$ cat src/sv/shg_pkg.sv
// ----------------------------------------------------------------------------
// shg_pkg
// Shared types, constants and helpers for the spatial hash grid search.
// ----------------------------------------------------------------------------
package shg_pkg;

    localparam int MAX_POINTS      = 1024;
    localparam int POINT_W         = 10;
    localparam int COUNT_W         = 11;
    localparam int MAX_BUCKETS     = 4096;
    localparam int BUCKET_W        = 12;
    localparam int COORD_W         = 32;
    localparam int SPACING_W       = 31;
    localparam int RES_W           = 5;
    localparam int WRAP_W          = 4;
    localparam int MATCH_W         = 6;
    localparam int MAX_MATCHES_DEF = 63;
    localparam int NEAR_CELLS      = 8;
    localparam int CELL_W          = 3;

    localparam logic [SPACING_W-1:0] SPACING_RESET = 31'd65536;
    localparam logic [RES_W-1:0]     RES_MAX       = 5'd16;

    typedef enum logic [1:0] {
        CMD_CLEAR = 2'd0,
        CMD_ADD   = 2'd1,
        CMD_ALL   = 2'd2,
        CMD_ANY   = 2'd3
    } cmd_t;

    typedef enum logic [1:0] {
        KIND_ACK    = 2'd0,
        KIND_MATCH  = 2'd1,
        KIND_FINISH = 2'd2,
        KIND_NONE   = 2'd3
    } kind_t;

    typedef enum logic [1:0] {
        REG_SPACING = 2'd0,
        REG_RES_X   = 2'd1,
        REG_RES_Y   = 2'd2,
        REG_RES_Z   = 2'd3
    } reg_idx_t;

    typedef struct packed {
        logic                 done;
        logic [COORD_W-1:0]   quo;
        logic [SPACING_W-1:0] rem;
    } div_res_t;

    typedef struct packed {
        logic done;
        logic hit;
    } dist_res_t;

    typedef struct packed {
        kind_t              kind;
        logic [POINT_W-1:0] idx;
        logic [COORD_W-1:0] x;
        logic [COORD_W-1:0] y;
        logic [COORD_W-1:0] z;
        logic               found;
        logic               trunc;
        logic               status;
        logic               last;
    } out_t;

    function automatic logic [RES_W-1:0] res_eff(input logic [RES_W-1:0] r);
        logic [RES_W-1:0] v;
        v = r;
        if (r == '0)
            v = 5'd1;
        else if (r > RES_MAX)
            v = RES_MAX;
        return v;
    endfunction

    // wrapped cell index along an axis: the cell itself, or a neighbor one step off when step is set
    function automatic logic [WRAP_W-1:0] nb_wrap(input logic [WRAP_W-1:0] w,
                                                  input logic [RES_W-1:0] r,
                                                  input logic step,
                                                  input logic pos);
        logic [RES_W-1:0] up;
        logic [WRAP_W-1:0] v;
        up = {1'b0, w} + 5'd1;
        v = w;
        if (step)
        begin
            if (pos)
                v = (up == r) ? '0 : up[WRAP_W-1:0];
            else
                v = (w == '0) ? WRAP_W'(r - 5'd1) : w - 4'd1;
        end
        return v;
    endfunction

    function automatic out_t mk_out(input kind_t k, input logic [POINT_W-1:0] i,
                                    input logic [3*COORD_W-1:0] p, input logic f,
                                    input logic t, input logic s, input logic l);
        out_t o;
        o.kind   = k;
        o.idx    = i;
        o.x      = p[COORD_W-1:0];
        o.y      = p[2*COORD_W-1:COORD_W];
        o.z      = p[3*COORD_W-1:2*COORD_W];
        o.found  = f;
        o.trunc  = t;
        o.status = s;
        o.last   = l;
        return o;
    endfunction

endpackage

$ cat src/sv/shg_dist.sv
// ----------------------------------------------------------------------------
// shg_dist
// Squared distance check with one shared 31x31 multiplier.
// ----------------------------------------------------------------------------
module shg_dist (
    input  logic                           clk,
    input  logic                           rst_n,
    input  logic                           start,
    input  logic [3*shg_pkg::COORD_W-1:0]  pt,
    input  logic [shg_pkg::COORD_W-1:0]    o_x,
    input  logic [shg_pkg::COORD_W-1:0]    o_y,
    input  logic [shg_pkg::COORD_W-1:0]    o_z,
    input  logic [shg_pkg::SPACING_W-1:0]  rad,
    output shg_pkg::dist_res_t             res
);

    logic [2:0]  step_reg;
    logic [32:0] dx_reg, dy_reg, dz_reg;
    logic [32:0] dx, dy, dz;
    logic        far_reg;
    logic [61:0] prod_reg;
    logic [63:0] acc_reg;
    logic        done_reg;
    logic        hit_reg;
    logic [30:0] op;
    logic signed [32:0] sx, sy, sz;

    assign sx = $signed({pt[31], pt[31:0]}) - $signed({o_x[31], o_x});
    assign sy = $signed({pt[63], pt[63:32]}) - $signed({o_y[31], o_y});
    assign sz = $signed({pt[95], pt[95:64]}) - $signed({o_z[31], o_z});
    assign dx = sx[32] ? 33'(-sx) : 33'(sx);
    assign dy = sy[32] ? 33'(-sy) : 33'(sy);
    assign dz = sz[32] ? 33'(-sz) : 33'(sz);

    always_comb
    begin
        case (step_reg)
            3'd1:    op = dx_reg[30:0];
            3'd2:    op = dy_reg[30:0];
            3'd3:    op = dz_reg[30:0];
            default: op = rad;
        endcase
    end

    always_ff @(posedge clk or negedge rst_n)
    begin
        if (!rst_n)
        begin
            step_reg <= '0;
            done_reg <= 1'b0;
            hit_reg  <= 1'b0;
            far_reg  <= 1'b0;
            dx_reg   <= '0;
            dy_reg   <= '0;
            dz_reg   <= '0;
            prod_reg <= '0;
            acc_reg  <= '0;
        end
        else
        begin
            done_reg <= 1'b0;
            if (start)
            begin
                dx_reg   <= dx;
                dy_reg   <= dy;
                dz_reg   <= dz;
                far_reg  <= (dx > {2'b0, rad}) || (dy > {2'b0, rad}) || (dz > {2'b0, rad});
                acc_reg  <= '0;
                step_reg <= 3'd1;
            end
            else if (step_reg != '0)
            begin
                if (step_reg <= 3'd4)
                    prod_reg <= op * op;
                if (step_reg >= 3'd2 && step_reg <= 3'd4)
                    acc_reg <= acc_reg + {2'b0, prod_reg};
                if (step_reg == 3'd5)
                begin
                    hit_reg  <= !far_reg && (acc_reg <= {2'b0, prod_reg});
                    done_reg <= 1'b1;
                    step_reg <= '0;
                end
                else
                    step_reg <= step_reg + 3'd1;
            end
        end
    end

    assign res.done = done_reg;
    assign res.hit  = hit_reg;

endmodule

$ cat config.mk
export PLATFORM = sky130hd
export DESIGN_NAME = shg_dist
export DESIGN_NICKNAME = d
export VERILOG_FILES = /design/src/sv/shg_pkg.sv /design/src/sv/shg_dist.sv
export SDC_FILE = /design/constraint.sdc
export NUM_CORES = 2
export LEC_CHECK = 0
export ABC_AREA = 1
export BUFFER_PORTS_ARGS = -buffer_cell sky130_fd_sc_hd__buf_2
export CAP_MARGIN = 20
export CORE_ASPECT_RATIO = 1.4
export CORE_MARGIN = 10
export CORE_UTILIZATION = 40
export CTS_CLUSTER_SIZE = 16
export DETAILED_ROUTE_END_ITERATION = 8
export SKIP_CTS_REPAIR_TIMING = 1
export SLEW_MARGIN = 0
export SYNTH_ARGS = -nofsm -noshare
export SYNTH_HDL_FRONTEND = slang
export SYNTH_SLANG_ARGS = --single-unit
$ cat constraint.sdc
create_clock -name clk -period 9.85 [get_ports clk]
set_input_delay 0.985 -clock clk [delete_from_list [all_inputs] [get_ports clk]]
set_output_delay 0.985 -clock clk [all_outputs]
set_load 0.02 [all_outputs]
# Yosys cells after proc, flatten, opt, wreduce, memory -nomap -nowiden
# Index checks and enable logic that the tools add are counted.
[classes] n_shift=0 multipliers=1 n_reduce_logical=11 bitwise=1 magnitude_cmp=6 n_mux=13 n_eq_ne=4 div=0 add_sub_neg=8
[op_table] operator="$mux W64" count=3
[op_table] operator="$gt A33 B31 Y1" count=3
[op_table] operator="$mux W33" count=3
[op_table] operator="$neg A33 Y33" count=3
[op_table] operator="$sub A32 B32 Y33" count=3
[op_table] operator="$pmux W31 S3" count=1
[op_table] operator="$add A64 B62 Y64" count=1
[op_table] operator="$le A64 B62 Y1" count=1
[op_table] operator="$mul A31 B31 Y62" count=1
[op_table] operator="$mux W3" count=3
[op_table] operator="$eq A3 B2 Y1 const B" count=2
[op_table] operator="$reduce_and A3 Y1" count=2
[op_table] operator="$reduce_bool A2 Y1" count=2
[op_table] operator="$add A3 B1 Y3 const B" count=1
[op_table] operator="$eq A3 B1 Y1 const B" count=1
[op_table] operator="$eq A3 B3 Y1 const B" count=1
[op_table] operator="$ge A3 B2 Y1 const B" count=1
[op_table] operator="$le A3 B3 Y1 const B" count=1
[op_table] operator="$mux W1" count=3
[op_table] operator="$reduce_bool A3 Y1" count=1
[op_table] operator="$logic_and A1 B1 Y1" count=2
[op_table] operator="$logic_or A1 B1 Y1" count=2
[op_table] operator="$reduce_and A2 Y1" count=1
[op_table] operator="$logic_not A1 Y1" count=1
[op_table] operator="$not A1 Y1" count=1
[word_totals] mem_count=0 ramBits=0 out_inout_bits=2 ff_bits=225 latch_bits=0 in_bits=226 mem_bits_ro=0 wordCells=53

# Logic depth before layout (Yosys ltp)
[depth] ltp_word=6 ltp_mapped=43 depth_no_buf=42

# Worst setup path before layout
# OpenSTA, ideal clock, no wires.
[synth_path] path_kind="register -> register" start="register step_reg[2]" end="register prod_reg[50]" arrival_time_ns=8.127 stages_incl_launch_ff=37 synth_period_minus_slack_ns=8.257 setup_ns=0.130 required_time_ns=9.720 path_buffers=2 setup_slack_ns=1.593 cell_sequence="dfrtp_1 -> nor2_1 -> inv_1 -> nor2_1 -> inv_1 -> clkbuf_1 -> o221ai_1 -> o21ai_0 -> inv_1 -> clkbuf_1 -> nand2_1 -> fa_1 -> inv_1 -> fa_1 -> inv_1 -> fa_1 -> fa_1 -> inv_1 -> fa_1 -> fa_1 -> fa_1 -> inv_1 -> fa_1 -> inv_1 -> ha_1 -> a21oi_1 -> inv_1 -> a31oi_1 -> inv_1 -> a21oi_1 -> a21boi_0 -> o21ai_1 -> nand2_1 -> o21ai_1 -> or2_2 -> nand3_1 -> o21ai_0"
[synth_between] elab_chain_len=3 word_cells_on_any_way=8 classes_between="1 x mul; 1 x order compare; 3 x eq/ne; 1 x mux; 2 x reduce/logical"
[synth_rtl] element="from (decl)" line_no="shg_dist.sv:17" text="logic [2:0] step_reg;"
[synth_rtl] element="from (signal assigned)" line_no="shg_dist.sv:84" text="step_reg <= step_reg + 3'd1;"
[synth_rtl] element="$eq A3 B2 Y1 or $eq A3 B1 Y1 (tied branches)" line_no="shg_dist.sv:37" text="case (step_reg)"
[synth_rtl] element="$pmux W31 S3" line_no="shg_dist.sv:37"
[synth_rtl] element="$mul A31 B31 Y62" line_no="shg_dist.sv:74" text="prod_reg <= op * op;"
[synth_rtl] element="to (signal assigned)" line_no="shg_dist.sv:74"
[synth_rtl] element="to (decl)" line_no="shg_dist.sv:21" text="logic [61:0] prod_reg;"
# Parallel ways exist; a longest one is shown, timed or not.
# A chain may end at the register's enable or synchronous reset.

# Final worst setup path
[layout_path] start="register step_reg[2]" end="register prod_reg[51]"
# Same word-level chain as after synthesis.

==> impl_metrics.env <==
export IMPL_cts_inserted_buffers=29
export IMPL_postRouteAntennaNets=0
export IMPL_grt_pass1_wl_um=282000
export IMPL_die_w_um=328.5
export IMPL_min_period_ns=9.509
export IMPL_ys_types=59
export IMPL_regToRegSetupSlack_ns=0.34
export IMPL_fin_cells=9350
export IMPL_setup_viol=0
export IMPL_gp_congestion=0.9709
export IMPL_syn_area_sq_um=53310
export IMPL_dp_cells=9295
export IMPL_largest_reg_flops=64
export IMPL_cap_violations=0
export IMPL_drive_gt1_share_pct=6.207
export IMPL_antenna_found_initial=5
export IMPL_root_buffer="clkbuf_16"
export IMPL_firstDrtPassIters=6
export IMPL_critPathSlowestCell="fa_1"
export IMPL_cpLargestDelayFamily="adder cells"
export IMPL_synth_seq_cells=224
export IMPL_start_kind="flop"
export IMPL_final_nets=9125
export IMPL_boundaryPins=228
export IMPL_layout_commonest_cell="inv_1"
export IMPL_path_max_fanout=20
export IMPL_synthToLayoutAreaGrowth_pct=8.684
export IMPL_hold_class="in2async"
export IMPL_crit_type="reg2reg"
export IMPL_path_clk_slew_ns=0.06
export IMPL_htree_levels=1
export IMPL_grt_pass1_vias=50820
export IMPL_fin_crit_sh_pct=96.54
export IMPL_postLayoutCoreUtil_pct=43.74
export IMPL_synth_enable_flop_cells=0
export IMPL_hold_viol=0
export IMPL_cts_buffer_depth=3
export IMPL_yosys_area_top_type="fa_1"
export IMPL_io_buffers=227
export IMPL_wl_um=182400
export IMPL_synth_cells=7358
export IMPL_synthArstFlopShare_pct=100.0
export IMPL_initial_core_util_pct=40.25
export IMPL_timing_fmax_mhz=105.2
export IMPL_die_y_um=452.0
export IMPL_synth_ff_type="dfrtp_1"
export IMPL_cts_sinks=224
export IMPL_synth_area_leaders="fa_1 28%, ha_1 13%, inv_1 12%"
export IMPL_drt_wirelength_per_cell_um=19.51
export IMPL_drc=0
export IMPL_syn_avg_cell_area_sq_um=7.245
export IMPL_cp_data_required_time_ns=10.32
export IMPL_num_rows=158
export IMPL_clk_latency_ns=0.64
export IMPL_final_max_slew_viol_count=0
export IMPL_cp_end_kind="flop"
export IMPL_die_area_sq_um=148500
export IMPL_design_area_sq_um=57940
export IMPL_critical_path_arrival_ns=9.98
export IMPL_layout_common_cells="1,745 x inv_1, 1,431 x nand2_1, 826 x nor2_1"
export IMPL_grt_util_all_layers_pct=24.29
export IMPL_hpwl_um=156800
export IMPL_synth_top_cell_area_share_pct=28.43
export IMPL_cts_tree="done"
export IMPL_yosysSeqAreaShare_pct=10.51
export IMPL_drt_iter0_markers=2891
export IMPL_worst_pin_slew_ns=1.075
export IMPL_tns_ns=0
export IMPL_synth_warnings=0
export IMPL_vias=47790
export IMPL_via_per_inst=5.111
export IMPL_rsz0062_at_grt="false"
export IMPL_grt_max_degree=92
export IMPL_max_stage_delay_ns=0.59
export IMPL_core_sq_um=132500
export IMPL_slew_headroom_pct=28.30
export IMPL_fin_skew_ns=0.03743
export IMPL_overflow=0
export IMPL_synth_fp_nets=8915
export IMPL_placed_area_sq_um=56900
export IMPL_worstPathBufferInverterCount=8
export IMPL_cpMostUsedCell="fa_1"
export IMPL_status="completed"
synth_stat cells, types with 28 or more instances:
master	number
nand3_1	213
nor3_1	63
nand3b_1	28
ha_1	574
dfrtp_1	224
nor2_1	829
fa_1	757
inv_1	1746
o21ai_1	44
a21oi_1	439
clkbuf_1	123
nand4_1	60
nand2_1	1431
xor2_1	102
o21ai_0	341
xnor2_1	49
stage by stage:
step / worst slack, ns / hold WS [ns]
finish: 0.3409 / 0.3916
global route: 0.02845 / 0.4523
CTS: 0.3531 / 0.4121
detailed placement: 0.3888 / 0.4665
global placement: 0.4236 / 0.4667
floorplan: 1.593 / 0.4492
final cells by class:
cell class,count,area [sq um]
Antenna cell,2,5.005
Timing Repair Buffer,323,1882
Sequential cell,224,5605
Inverter,1768,6640
Multi-Input combinational cell,5222,40600
Tap cell,1760,2202
Clock buffer,33,760.7
Fill cell,13810,74510
Clock inverter,18,240.2
kinds of logic (layout without fill, tap and decap cells):
group / after synthesis / after routing / synth area share (%)
other cells: 0 / 2 / 0
compound gates: 1025 / 1025 / 10.65
simple gates: 2706 / 2706 / 20.67
flops: 224 / 224 / 10.51
buf+inv: 1912 / 2142 / 13.51
xor+xnor: 160 / 160 / 2.755
fa+ha+maj: 1331 / 1331 / 41.90
metal layers:
layer | track usage [%] | share of wire (%)
met1 | 25.91 | 37
met2 | 45.26 | 52
met3 | 2.422 | 4.4
met4 | 15.27 | 7.5
met5 | 0 | 0.021
worst register-to-register path, delay by kind of cell, from the launching register on:
kind / cells / cell delay [ns]
adder cells (fa/ha/maj): 10 / 4.75
AO/OA/AOI/OAI: 8 / 1.80
buffers and inverters: 8 / 1.21
AND/OR/NAND/NOR: 6 / 1.14
flip-flops: 1 / 0.47
final timing paths:
check,cells past startpoint,end,startpoint
worst max-delay path,32,prod_reg[51]$_DFFE_PN0P_,step_reg[2]$_DFFE_PN0P_
worst min-delay path,1,acc_reg[4]$_DFFE_PN0P_,rst_n
worst max register to register,32,prod_reg[51]$_DFFE_PN0P_,step_reg[2]$_DFFE_PN0P_
worst min register to register,2,dx_reg[12]$_DFFE_PN0P_,dx_reg[12]$_DFFE_PN0P_
max in group asynchronous,2,dx_reg[12]$_DFFE_PN0P_,rst_n
min in group clk,2,dx_reg[12]$_DFFE_PN0P_,dx_reg[12]$_DFFE_PN0P_
Power is left out: the tool's default activity adds up to more than one toggle a clock period on the data nets, which glitch-free logic cannot reach.
