[config.mk]
export PLATFORM = sky130hd
export DESIGN_NAME = shg_div
export DESIGN_NICKNAME = d
export VERILOG_FILES = /design/src/sv/shg_pkg.sv /design/src/sv/shg_div.sv
export SDC_FILE = /design/constraint.sdc
export NUM_CORES = 1
export LEC_CHECK = 0
export ABC_AREA = 1
export BUFFER_PORTS_ARGS = -buffer_cell sky130_fd_sc_hd__buf_2
export CORE_AREA = 5 5 138 140
export CTS_CLUSTER_DIAMETER = 120
export DETAILED_ROUTE_END_ITERATION = 8
export DIE_AREA = 0 0 143 145
export PLACE_DENSITY = 0.63
export SETUP_SLACK_MARGIN = 0.4
export SLEW_MARGIN = 15
export SYNTH_ARGS = -nofsm -noshare
export SYNTH_HDL_FRONTEND = slang
export SYNTH_SLANG_ARGS = --single-unit
[constraint.sdc]
create_clock -name clk -period 5.24 [get_ports clk]
set_clock_uncertainty 0.2 [all_clocks]
set_input_delay 0.262 -clock clk [delete_from_list [all_inputs] [get_ports clk]]
set_output_delay 0.262 -clock clk [all_outputs]
set_load 0.005 [all_outputs]
[src/sv/shg_pkg.sv]
// ----------------------------------------------------------------------------
// shg_pkg
// Shared types, constants and helpers for the spatial hash grid search.
// ----------------------------------------------------------------------------
package shg_pkg;

    localparam int MAX_POINTS      = 1024;
    localparam int POINT_W         = 10;
    localparam int COUNT_W         = 11;
    localparam int MAX_BUCKETS     = 4096;
    localparam int BUCKET_W        = 12;
    localparam int COORD_W         = 32;
    localparam int SPACING_W       = 31;
    localparam int RES_W           = 5;
    localparam int WRAP_W          = 4;
    localparam int MATCH_W         = 6;
    localparam int MAX_MATCHES_DEF = 63;
    localparam int NEAR_CELLS      = 8;
    localparam int CELL_W          = 3;

    localparam logic [SPACING_W-1:0] SPACING_RESET = 31'd65536;
    localparam logic [RES_W-1:0]     RES_MAX       = 5'd16;

    typedef enum logic [1:0] {
        CMD_CLEAR = 2'd0,
        CMD_ADD   = 2'd1,
        CMD_ALL   = 2'd2,
        CMD_ANY   = 2'd3
    } cmd_t;

    typedef enum logic [1:0] {
        KIND_ACK    = 2'd0,
        KIND_MATCH  = 2'd1,
        KIND_FINISH = 2'd2,
        KIND_NONE   = 2'd3
    } kind_t;

    typedef enum logic [1:0] {
        REG_SPACING = 2'd0,
        REG_RES_X   = 2'd1,
        REG_RES_Y   = 2'd2,
        REG_RES_Z   = 2'd3
    } reg_idx_t;

    typedef struct packed {
        logic                 done;
        logic [COORD_W-1:0]   quo;
        logic [SPACING_W-1:0] rem;
    } div_res_t;

    typedef struct packed {
        logic done;
        logic hit;
    } dist_res_t;

    typedef struct packed {
        kind_t              kind;
        logic [POINT_W-1:0] idx;
        logic [COORD_W-1:0] x;
        logic [COORD_W-1:0] y;
        logic [COORD_W-1:0] z;
        logic               found;
        logic               trunc;
        logic               status;
        logic               last;
    } out_t;

    function automatic logic [RES_W-1:0] res_eff(input logic [RES_W-1:0] r);
        logic [RES_W-1:0] v;
        v = r;
        if (r == '0)
            v = 5'd1;
        else if (r > RES_MAX)
            v = RES_MAX;
        return v;
    endfunction

    // wrapped cell index along an axis: the cell itself, or a neighbor one step off when step is set
    function automatic logic [WRAP_W-1:0] nb_wrap(input logic [WRAP_W-1:0] w,
                                                  input logic [RES_W-1:0] r,
                                                  input logic step,
                                                  input logic pos);
        logic [RES_W-1:0] up;
        logic [WRAP_W-1:0] v;
        up = {1'b0, w} + 5'd1;
        v = w;
        if (step)
        begin
            if (pos)
                v = (up == r) ? '0 : up[WRAP_W-1:0];
            else
                v = (w == '0) ? WRAP_W'(r - 5'd1) : w - 4'd1;
        end
        return v;
    endfunction

    function automatic out_t mk_out(input kind_t k, input logic [POINT_W-1:0] i,
                                    input logic [3*COORD_W-1:0] p, input logic f,
                                    input logic t, input logic s, input logic l);
        out_t o;
        o.kind   = k;
        o.idx    = i;
        o.x      = p[COORD_W-1:0];
        o.y      = p[2*COORD_W-1:COORD_W];
        o.z      = p[3*COORD_W-1:2*COORD_W];
        o.found  = f;
        o.trunc  = t;
        o.status = s;
        o.last   = l;
        return o;
    endfunction

endpackage

[src/sv/shg_div.sv]
// ----------------------------------------------------------------------------
// shg_div
// Shared restoring divider, one quotient bit per cycle.
// ----------------------------------------------------------------------------
module shg_div (
    input  logic                             clk,
    input  logic                             rst_n,
    input  logic                             start,
    input  logic [shg_pkg::COORD_W-1:0]      dividend,
    input  logic [shg_pkg::SPACING_W-1:0]    divisor,
    output shg_pkg::div_res_t                res
);

    logic                             busy_reg;
    logic [4:0]                       cnt_reg;
    logic                             done_reg;
    logic [shg_pkg::COORD_W-1:0]      dvd_reg;
    logic [shg_pkg::SPACING_W-1:0]    dvs_reg;
    logic [shg_pkg::SPACING_W-1:0]    rem_reg;
    logic [shg_pkg::COORD_W-1:0]      trial;
    logic                             fits;

    assign trial = {rem_reg, dvd_reg[shg_pkg::COORD_W-1]};
    assign fits  = trial >= {1'b0, dvs_reg};

    always_ff @(posedge clk or negedge rst_n)
    begin
        if (!rst_n)
        begin
            busy_reg <= 1'b0;
            cnt_reg  <= '0;
            done_reg <= 1'b0;
            dvd_reg  <= '0;
            dvs_reg  <= '0;
            rem_reg  <= '0;
        end
        else
        begin
            done_reg <= 1'b0;
            if (start)
            begin
                busy_reg <= 1'b1;
                cnt_reg  <= '0;
                dvd_reg  <= dividend;
                dvs_reg  <= divisor;
                rem_reg  <= '0;
            end
            else if (busy_reg)
            begin
                if (fits)
                    rem_reg <= shg_pkg::SPACING_W'(trial - {1'b0, dvs_reg});
                else
                    rem_reg <= trial[shg_pkg::SPACING_W-1:0];
                dvd_reg <= {dvd_reg[shg_pkg::COORD_W-2:0], fits};
                cnt_reg <= cnt_reg + 5'd1;
                if (cnt_reg == 5'd31)
                begin
                    busy_reg <= 1'b0;
                    done_reg <= 1'b1;
                end
            end
        end
    end

    assign res.done = done_reg;
    assign res.quo  = dvd_reg;
    assign res.rem  = rem_reg;

endmodule

# Yosys cells after proc, flatten, opt, wreduce, memory -nomap -nowiden

Index checks and enable logic that the tools add are counted.

ROM bits: 0
Register bits: 101
Memory bits (writable): 0
Memories: 0
Bits in latches: 0
Input port bits: 66
Output and inout port bits: 64

Equal/unequal tests: 1
Add/sub/neg operators: 2
Shifts and indexed selects: 0
Muxes and demuxes: 13
Bitwise operators: 0
Multipliers: 0
Divide/modulo/power cells: 0
Reduce and logical (&&, ||, !) cells: 1
$lt $le $gt $ge: 1

Operators with widths:

| operator                                                       | count |
|---|---|
| 31-bit 2-to-1 mux                                              | 3 |
| 32-bit 2-to-1 mux                                              | 2 |
| 32-bit by 31-bit >= comparator with 1-bit output               | 1 |
| 31-bit subtractor                                              | 1 |
| 5-bit 2-to-1 mux                                               | 2 |
| 1-bit 2-to-1 mux                                               | 6 |
| 5-bit by 1-bit adder with 5-bit output (second input constant) | 1 |
| 5-bit == test (second input constant)                          | 1 |
| 2-bit nonzero test                                             | 1 |

# Longest topological paths before layout

Gate-level depths: netlist (run 1).

Depth after elaboration: 4
Depth in mapped cells: 17
Depth with buffers taken out: 16

# Worst setup path before layout (run 1)

Ideal clock, no wire load.

Path type: reg2reg
Start point: register dvd_reg[31] (netlist bit)
End point: register rem_reg[28] (netlist bit)
Arrival: 2029 ps
Stages on the path, launching flop included: 18
Period minus slack after synthesis: 2345 ps
Path slack: 2895 ps
Buffers on the path: 1
Path through: dfrtp_1 inv_1 ha_1 inv_1 fa_1 nand2_1 nand2_1 nand3_1 nand2_2 nand2_1 nand3_2 nand2_2 buf_2 nand3_1 nand2_1 inv_1 nand2_1 nand2_1

Cells in the longest elaborated chain, start to end: 4
Elaborated cells on any way between the ends: 5
Classes of those cells: add/sub: 1; order compare: 1; mux: 3

Ends and longest elaborated chain:

| item                                                                                         | RTL line                     | text |
|---|---|---|
| from (decl)                                                                                  | shg_div.sv:17                | `logic [shg_pkg::COORD_W-1:0] dvd_reg;` |
| from (signal assigned)                                                                       | shg_div.sv:44                | `dvd_reg <= dividend;` |
| from (signal assigned)                                                                       | shg_div.sv:54                | `dvd_reg <= {dvd_reg[shg_pkg::COORD_W-2:0], fits};` |
| 31-bit subtractor / 32-bit by 31-bit >= comparator with 1-bit output (equally long branches) | shg_div.sv:51, shg_div.sv:24 |  |
| 31-bit 2-to-1 mux *                                                                          | shg_div.sv:50                | `if (fits)` |
| 31-bit 2-to-1 mux *                                                                          | shg_div.sv:48                | `else if (busy_reg)` |
| 31-bit 2-to-1 mux *                                                                          | shg_div.sv:40                | `if (start)` |
| to (signal assigned)                                                                         | shg_div.sv:51                | `rem_reg <= shg_pkg::SPACING_W'(trial - {1'b0, dvs_reg});` |
| to (signal assigned)                                                                         | shg_div.sv:53                | `rem_reg <= trial[shg_pkg::SPACING_W-1:0];` |
| to (decl)                                                                                    | shg_div.sv:19                | `logic [shg_pkg::SPACING_W-1:0] rem_reg;` |

Every way passes the cells marked *; elsewhere a longest branch is shown, timed or not. The select of a mux whose other input is x is not followed.
A chain may end at the register's enable or synchronous reset.

# Worst setup path in the final report (run 1)

Start point: register dvd_reg[31] (netlist bit)
End point: register rem_reg[22] (netlist bit)

The elaborated chain is that of the path after synthesis.

==> results of run 1 <==
[routing by layer]
metal	global-route usage	share of wire
met1	0.260	0.47
met2	0.306	0.46
met3	0.0339	0.058
met4	0.0532	0.013
met5	0	0
[final cells by class]
class | instances | area, sq um
fill | 1770 | 9040
multi-input combinational | 701 | 3470
sequential | 101 | 2530
timing repair buffer | 197 | 1320
inverter | 201 | 754
tap | 229 | 287
clock buffer | 9 | 225
clock inverter | 7 | 90.1
[per-stage QoR]
step	instance area (sq um)	setup slack, ns	util	hold WS (ns)
after CTS	8680	1.98	0.490	0.282
final	8680	1.97	0.490	0.247
after detailed placement	7720	2.01	0.436	0.114
after floorplan	6900	2.89	-	-0.234
after global routing	8680	1.63	0.490	0.325
after global placement	7720	2.15	0.436	0.119
[worst max-delay path, cell delays in order, from the launching register on]
cell and delay, ns:
dfrtp_1 0.38, inv_1 0.10, ha_1 0.15, inv_1 0.07, fa_1 0.42, nand2_1 0.09
nand2_1 0.08, nand3_1 0.10, nand2_2 0.09, nand2_1 0.10, nand3_2 0.07, nand2_2 0.38
nand2_4 0.34, nand2_2 0.35, nand2_1 0.09, nand2_1 0.08, nand2_1 0.05
[worst max-delay path by stage]
stage,slack (ns),to,cells past startpoint
global route,1.63,rem_reg[22],16
global placement,2.15,rem_reg[30],16
finish,1.97,rem_reg[22],16
CTS,1.98,rem_reg[30],16
floorplan,2.89,rem_reg[28],17
detailed placement,2.01,rem_reg[30],16
[kinds of logic after synthesis]
logic type | after synthesis
AO/OA/AOI/OAI | 99
XOR/XNOR | 15
flip-flops | 101
buffers and inverters | 233
adder cells (fa/ha/maj) | 34
AND/OR/NAND/NOR | 553
[synthesized netlist by cell type]
| cell | number | area, sq um |
|---|---|---|
| a22o_1 | 2 | 17.5 |
| nand3b_1 | 8 | 60.1 |
| o211ai_1 | 2 | 15.0 |
| nand2_4 | 1 | 11.3 |
| nor4_1 | 1 | 6.26 |
| a21o_1 | 1 | 7.51 |
| xnor2_1 | 14 | 123 |
| nand2_2 | 5 | 31.3 |
| nand3_2 | 1 | 10.0 |
| inv_1 | 199 | 747 |
| inv_2 | 1 | 3.75 |
| nand4_1 | 6 | 37.5 |
| buf_2 | 3 | 15.0 |
| nor2_1 | 39 | 146 |
| and2_1 | 6 | 37.5 |
| clkinv_1 | 1 | 3.75 |
| xor2_1 | 1 | 8.76 |
| ha_1 | 33 | 413 |
| buf_4 | 5 | 37.5 |
| nand3_1 | 65 | 325 |
| nor3_2 | 1 | 10.0 |
| dfrtp_1 | 101 | 2530 |
| buf_6 | 1 | 11.3 |
| nand2_1 | 407 | 1530 |
| nor2_4 | 1 | 11.3 |
| a21oi_1 | 17 | 85.1 |
| nor3_1 | 7 | 35.0 |
| o21ai_0 | 38 | 190 |
| o21bai_1 | 1 | 7.51 |
| nor2_2 | 5 | 31.3 |
| o21ai_1 | 7 | 35.0 |
| clkbuf_1 | 23 | 86.3 |
| fa_1 | 1 | 20.0 |
| a22oi_1 | 2 | 15.0 |
| a21oi_2 | 1 | 8.76 |
| o221ai_1 | 28 | 245 |
[where the power goes]
part | switching, mW | internal [mW]
combinational | 1.28 | 0.765
clock | 0.355 | 0.345
sequential | 0.121 | 0.920
==> reports/summary.txt, run 1 <==
Leakage Power: 4.96 nW
Yosys warnings: 0
Clk slew on worst S/H paths: 0.09 ns
Final Non-Filler Cells: 1445
PwrDens: 436 mW/mm^2
I/O pin cnt: 130
Placed Instances: 1365
Global-route wire length before repair: 32600 um
Outcome: finished clean
Die Area: 0.0207 sq mm
Rows: 49
Htree depth: 3
Hold Crit Class: input pin to async pin
Post-Synth Simple-Gate Area: 0.330
Launch point of the critical path: dvd_reg[31]
CTS Buf Count: 9
Chip height: 145 um
Routed len/inst: 13.1 um
Post-CTS Repair Setup Buffers: 0
Routability cong.: 0.897
Syn Area/Cell: 6.67 sq um
DR DRC count: 0
Final Routed Wirelength: 18900 um
DRT iter0 DRCs: 432
Tmin final: 3.27 ns
CP endpoint kind: flip-flop
DRT antenna net count: 0
Vias in the first global route: 6681
Clock root cell: clkbuf_16
Setup Viol. Count Final: 0
Fin crit share: 0.623
RSZ-0062 raised after global routing: no
CP Max Fanout: 31
Synth Area in Compound Gates: 0.0908
Final net count: 1311
Antenna Cells: 0
FF-to-FF path depth: 16
Synth Area in XOR/XNOR: 0.0190
Synth unique cells: 36
Reg2Reg Launch Point: dvd_reg[31]
Tot GR Track Use: 0.189
Core Box Area: 0.0177 sq mm
Worst-margin pin slew: 0.929 ns
Critical path class: flip-flop to flip-flop
Rel. slew slack: 0.380
Vias: 6737
HPWL Detailed: 14100 um
Mapped cell area: 0.00690 sq mm
Synth Net Count: 1135
Total Negative Setup Slacks: 0 ns
RR Endpoint: rem_reg[22]
TritonCTS sink count: 101
Drt first pass iters: 5
Commonest non-fill, non-tap cell in the layout: nand2_1
Max_cap viols: 0
Post-synthesis mux area share: 0
Die Span X: 143 um
#FFs+latches synth: 101
CTS tree: built
Pin count of the biggest net entering global routing: 99
WP data required: 5.30 ns
Bufs on Longest Clock Path: 2
Max FFs per register: 32
Grt ovf: 0
Critical path data arrival time: 3.33 ns
Slew Limit Fails: 0
Vias per cell: 4.66
Skew-Pair Late Insertion Delay: 0.37 ns
Initial core utilization: 0.390
Largest family of logic cells by synthesized area: simple AND/OR/NAND/NOR gates
Post-Syn Instances: 1035
R2R setup slack: 1.97 ns
Initial antenna violation count: 0
Port Buffers: 129
Power Total: 3.78 mW
Most frequent cells in the layout: nand2_1 (407), inv_1 (198), buf_2 (127)
Hold_buf cts: 64
F_max: 306 MHz
Post-Synth Adder-Cell Area: 0.0627
Element type at the critical path start: flip-flop
Ratio of cells with drive above 1 in the final layout: 0.137
Peak VDD IR: 252 uV
CTS resizes: 0
Hold Vio Cnt, Final: 0
Seq/Total Area, Yosys: 0.366
Area Overhead vs Synth: 25.7%
(Power assumes the default switching activity.)
==> run 2: changes to the inputs <==
ABC_AREA = 0   (was 1)
CORE_AREA = 5 5 131 133   (was 5 5 138 140)
DIE_AREA = 0 0 136 138   (was 0 0 143 145)
PLACE_DENSITY = 0.64   (was 0.63)
clock period = 3.3 ns   (was 5.24 ns; I/O delays follow)
==> run 2 against run 1 <==
Sequential share of layout area grew 1.3 points. Maximum frequency grew 8.3%. Via count shrank 16%. Clock power grew 73%. Synthesized area shrank 10%. Worst hold slack lost 0.068 ns. Sequential cell count is the same. Sequential power grew 48%. First-iteration DRC count shrank 8.3%. Cell area shrank 4.2%. Synthesized cell count shrank 34%. Largest power group unchanged. Power grew 29%.
==> reports/summary.txt, run 2 <==
CP Max Fanout: 6
DRT antenna net count: 0
Final Routed Wirelength: 17100 um
Area Overhead vs Synth: 34.2%
Asr flop ratio synth: 1.00
Hold Startpoint: start
Outcome: finished clean
Largest area contributor in the synthesized netlist: dfrtp_1
Commonest cells in the synthesized netlist: dfrtp_1 (101), nand2_1 (88), o21ai_0 (81), mux2i_1 (58), nor2_1 (49)
Largest family of logic cells by synthesized area: compound AO/OA/AOI/OAI gates
Tmin final: 3.02 ns
Vias in the first global route: 5697
Post-synth top area share: 0.408
Skew-Pair Late Insertion Delay: 0.36 ns
I/O pin cnt: 130
Most frequent cells in the layout: buf_2 (127), dfrtp_1 (100), nand2_1 (88)
Top cells by area, synth: dfrtp_1 (41%), mux2i_1 (9.4%), ha_1 (6.7%)
Fill cell count: 1480
WP data required: 3.37 ns
Slew Limit Fails: 0
Ordered list of cells on the worst path: inv_2 > ha_4 > inv_2 > fa_2 > a21o_1 > a31o_4 > a211oi_2 > o21bai_2 > a31oi_4 > o21ai_4 > buf_6 > mux2_4 > a211oi_2
PwrDens: 588 mW/mm^2
Max_cap viols: 0
Syn Area/Cell: 9.03 sq um
Initial antenna violation count: 0
Max FFs per register: 32
Crit path max-delay cell type: dfrtp_1
HPWL Detailed: 11300 um
TritonCTS sink count: 101
Vias: 5677
Post-synth top flop: dfrtp_1
Synth Net Count: 786
Dpl cell area: 0.00708 sq mm
Initial core utilization: 0.394
Post-Syn Instances: 686
Post-synthesis mux area share: 0.0980
Seq/Total Area, Yosys: 0.408
CP endpoint kind: flip-flop
Htree depth: 3
Worst path bufs/invs: 3
Synth Area in Compound Gates: 0.204
Bufs on Longest Clock Path: 2
Total Negative Setup Slacks: 0 ns
Routed len/inst: 15.6 um
Hold Vio Cnt, Final: 0
Port Buffers: 129
Core Box Area: 0.0157 sq mm
CTS tree: built
Die Area: 0.0188 sq mm
Mapped cell area: 0.00619 sq mm
Synth unique cells: 58
Element type at the critical path start: flip-flop
Final Instance Area: 0.00831 sq mm
Peak VDD IR: 364 uV
Ratio of cells with drive above 1 in the final layout: 0.235
Post-synth EDFFs: 0
Clk slew on worst S/H paths: 0.07 ns
Hold Crit Class: input pin to flip-flop
Drt first pass iters: 5
Rel. slew slack: 0.503
Worst-margin pin slew: 0.745 ns
#FFs+latches synth: 101
Critical path class: flip-flop to flip-flop
Final net count: 979
Global-route wire length before repair: 28100 um
Post-Synth Adder-Cell Area: 0.0699
DR DRC count: 0
CP peak stage delay: 0.40 ns
Vias per cell: 5.16
Synth Area in XOR/XNOR: 0.0396
Launch point of the critical path: dvd_reg[31]
Setup Viol. Count Final: 0
Pin count of the biggest net entering global routing: 84
Antenna Cells: 0
Commonest non-fill, non-tap cell in the layout: buf_2
Fin crit share: 0.914
Top-count cell post-synth: dfrtp_1
Post-Synth Simple-Gate Area: 0.127
Critical path data arrival time: 3.09 ns
RSZ-0062 raised after global routing: yes
F_max: 332 MHz
Grt ovf: 0
Routability cong.: 0.889
Chip height: 138 um
CP delay by family, top: compound AO/OA/AOI/OAI gates
Rows: 46
DRT iter0 DRCs: 396
Leakage Power: 4.21 nW
Yosys warnings: 0
Reg2Reg Launch Point: dvd_reg[31]
Clock root cell: clkbuf_16
Die Span X: 136 um
CTS Buf Count: 9
Tot GR Track Use: 0.181
==> run 2: report_power, final <==
group / leakage [nW] / internal [mW] / total (mW) / switching (mW)
Clock: 0.164 / 0.713 / 1.21 / 0.492
Sequential: 1.28 / 1.40 / 1.54 / 0.146
Combinational: 2.76 / 1.03 / 2.14 / 1.11
==> run 2: final timing paths <==
kind / end / slack, ns / cells past startpoint
worst min-delay path: dvd_reg[9] / 0.18 / 3
max in group asynchronous: dvd_reg[23] / 1.85 / 3
worst min register to register: dvs_reg[14] / 0.34 / 2
worst max register to register: rem_reg[0] / 0.28 / 13
min in group asynchronous: dvs_reg[20] / 0.19 / 2
worst max-delay path: rem_reg[0] / 0.28 / 13
==> run 2: cell families after synthesis <==
kind of cell	Yosys count
fa+ha+maj	34
buf+inv	83
flops	101
mux	60
xor+xnor	28
simple gates	183
compound gates	197
==> run 2: area by class of cell <==
cell class,instances,area (sq um),share of cell area
Clock inverter,4,77.6,0.00933
Inverter,43,161,0.0194
Tap cell,216,270,0.0325
Sequential cell,101,2530,0.304
Clock buffer,12,256,0.0309
Multi-Input combinational cell,502,3470,0.417
Timing Repair Buffer,222,1550,0.186
==> run 2: routing by layer <==
| layer | global-route usage | share of wire | vias up |
|---|---|---|---|
| li1 | - | - | 2809 |
| met1 | 0.234 | 0.44 | 2680 |
| met2 | 0.307 | 0.48 | 169 |
| met3 | 0.0330 | 0.061 | 19 |
| met4 | 0.0573 | 0.018 | 0 |
| met5 | 0 | 0 | - |
==> run 2: tightest hold or removal path, cell delays in order <==
cell and delay [ns]:
buf_4 0.33, nand2_1 0.13, o21ai_0 0.07
==> run 2: what timing repair did <==
action                                  CTS  global route
pin swaps                                17            23
hold buffers                             64             0
gates cloned                              0             2
resized for setup                        12            21
setup buffers                             7             5
endpoints found under the setup margin   32            32
endpoints found under the hold margin   115             0
==> run 2: through the flow <==
step | total power, mW | hold WS (ns) | utilization | setup slack (ns) | cells
6_report | 4.89 | 0.179 | 0.529 | 0.285 | 1100
5_1_grt | 5.20 | 0.225 | 0.529 | 0.152 | 1100
4_1_cts | 4.76 | 0.169 | 0.520 | 0.336 | 1093
3_5_place_dp | 3.39 | 0.0768 | 0.451 | 0.195 | 1006
3_3_place_gp | 3.38 | 0.0734 | 0.451 | 0.241 | 1006
2_1_floorplan | 2.87 | -0.331 | - | 0.440 | 686
==> run 3: changes to the inputs <==
GPL_TIMING_DRIVEN = 0   (was not set)
SETUP_SLACK_MARGIN = 0.5   (was 0.4)
==> run 3 against run 2 <==
Largest cell class unchanged. Largest power group unchanged. Sequential cell count is the same. Die area is the same. First-iteration DRC count shrank 22%. Critical endpoint unchanged. Global-route usage grew 1.1 points.
==> reports/summary.txt, run 3 (same netlist as run 2, synthesis figures left out) <==
Vias in the first global route: 5696
TritonCTS sink count: 101
Clk slew on worst S/H paths: 0.08 ns
Worst path bufs/invs: 3
Htree depth: 3
Clock share of power: 0.223
Routability cong.: 0.870
Power Internal: 3.05 mW
Max_cap viols: 0
Element type at the critical path start: flip-flop
Skew-Pair Late Insertion Delay: 0.36 ns
Chip height: 138 um
Worst-margin pin slew: 0.814 ns
Grt ovf: 0
Core Box Area: 0.0157 sq mm
Total Negative Setup Slacks: 0 ns
Ratio of cells with drive above 1 in the final layout: 0.230
Final net count: 1007
Vias per cell: 5.13
Most frequent cells in the layout: buf_2 (127), dfrtp_1 (101), nand2_1 (87)
Max FFs per register: 32
HPWL Detailed: 12900 um
Vias: 5786
Area Overhead vs Synth: 36.5%
Initial core utilization: 0.394
Outcome: finished clean
Slew Limit Fails: 0
CP delay by family, top: compound AO/OA/AOI/OAI gates
Port Buffers: 128
CTS tree: built
Leakage Power: 4.26 nW
Bufs on Longest Clock Path: 2
Global-route wire length before repair: 29300 um
Setup WS post-layout: 0.264 ns
Critical path class: flip-flop to flip-flop
CP peak stage delay: 0.40 ns
Place WS: 0.0462 ns
Fin crit share: 0.920
CTS Buf Count: 9
Switch Pwr: 1.82 mW
WP data required: 3.38 ns
PwrDens: 576 mW/mm^2
Comb pwr share: 0.460
Setup Viol. Count Final: 0
Hold Crit Class: input pin to async pin
Peak VDD IR: 358 uV
Commonest non-fill, non-tap cell in the layout: buf_2
Tmin final: 3.04 ns
Routed len/inst: 16.2 um
Crit path max-delay cell type: dfrtp_1
Hold Vio Cnt, Final: 0
Drt first pass iters: 5
CP Max Fanout: 6
Ordered list of cells on the worst path: inv_2 > ha_4 > inv_2 > fa_2 > a21o_1 > a31o_4 > a211oi_2 > o21bai_2 > a31oi_4 > o21ai_4 > buf_6 > mux2_4 > a211oi_2
Die Area: 0.0188 sq mm
DR DRC count: 0
Sw frac: 0.374
Final Routed Wirelength: 18300 um
CP endpoint kind: flip-flop
Tot GR Track Use: 0.193
Rows: 46
F_max: 329 MHz
Die Span X: 136 um
Rel. slew slack: 0.457
Clock root cell: clkbuf_16
I/O pin cnt: 130
DRT antenna net count: 0
RSZ-0062 raised after global routing: yes
Initial antenna violation count: 0
Pin count of the biggest net entering global routing: 75
Critical path data arrival time: 3.11 ns
DRT iter0 DRCs: 308
Flop pwr share: 0.317
Antenna Cells: 0
[run 3: final timing paths]
check / startpoint / cells after the start / slack [ns] / to
setup / recovery: dvd_reg[31] / 13 / 0.26 / rem_reg[0]
hold / removal: rst_n / 2 / 0.02 / dvd_reg[2]
min in group clk: start / 2 / 0.02 / dvd_reg[18]
max in group asynchronous: rst_n / 3 / 2.21 / rem_reg[9]
setup reg to reg: dvd_reg[31] / 13 / 0.26 / rem_reg[0]
hold reg to reg: dvs_reg[14] / 2 / 0.33 / dvs_reg[14]
[run 3: power groups by stage]
| stage | clock [mW] | sequential [mW] | combinational [mW] |
|---|---|---|---|
| floorplan | 0 | 1.54 | 1.33 |
| finish | 1.09 | 1.54 | 2.24 |
| CTS | 1.13 | 1.54 | 2.14 |
| global placement | 0 | 1.56 | 1.81 |
| detailed placement | 0 | 1.56 | 1.83 |
| global route | 1.17 | 1.57 | 2.46 |
[run 3: final cells by class]
type                    count  area, sq um
fillers                  1475         7260
multi-input cells         502         3500
flip-flops and latches    101         2530
repair buffers            210         1480
well taps                 216          270
clock buffers               9          225
plain buffers              40          215
inverters                  43          161
clock inverters             7         78.8
[run 3: worst register-to-register path, delay by kind of cell, from the launching register on]
kind / cells / cell delay [ns]
multiplexers: 1 / 0.29
flip-flops: 1 / 0.40
AO/OA/AOI/OAI: 7 / 1.31
buffers and inverters: 3 / 0.28
adder cells (fa/ha/maj): 2 / 0.47
[run 3: metrics by stage]
| step | instance area, sq um | cells | utilization | total power [mW] | hold WS, ns |
|---|---|---|---|---|---|
| floorplan | 6220 | 686 | - | 2.87 | -0.331 |
| global placement | 7130 | 1030 | 0.454 | 3.37 | 0.172 |
| detailed placement | 7160 | 1031 | 0.456 | 3.40 | -0.142 |
| CTS | 8330 | 1124 | 0.530 | 4.81 | 0.00430 |
| global route | 8450 | 1128 | 0.538 | 5.20 | 0.0312 |
| finish | 8450 | 1128 | 0.538 | 4.87 | 0.0221 |
[run 3: metal layers]
layer	part of all wire	vias to the layer above	wire length (um)	GRT usage
met3	0.043	13	789	0.0403
met5	0	-	0	0
met2	0.48	128	8760	0.319
met1	0.47	2771	8600	0.261
met4	0.0089	0	162	0.0393
li1	-	2874	-	-
[run 3: what timing repair did]
action	CTS	global route
endpoints found under the setup margin	32	32
pin swaps	10	11
gates cloned	1	0
gates resized for setup	32	24
endpoints found under the hold margin	164	0
buffers inserted	12	4
hold buffers	64	0
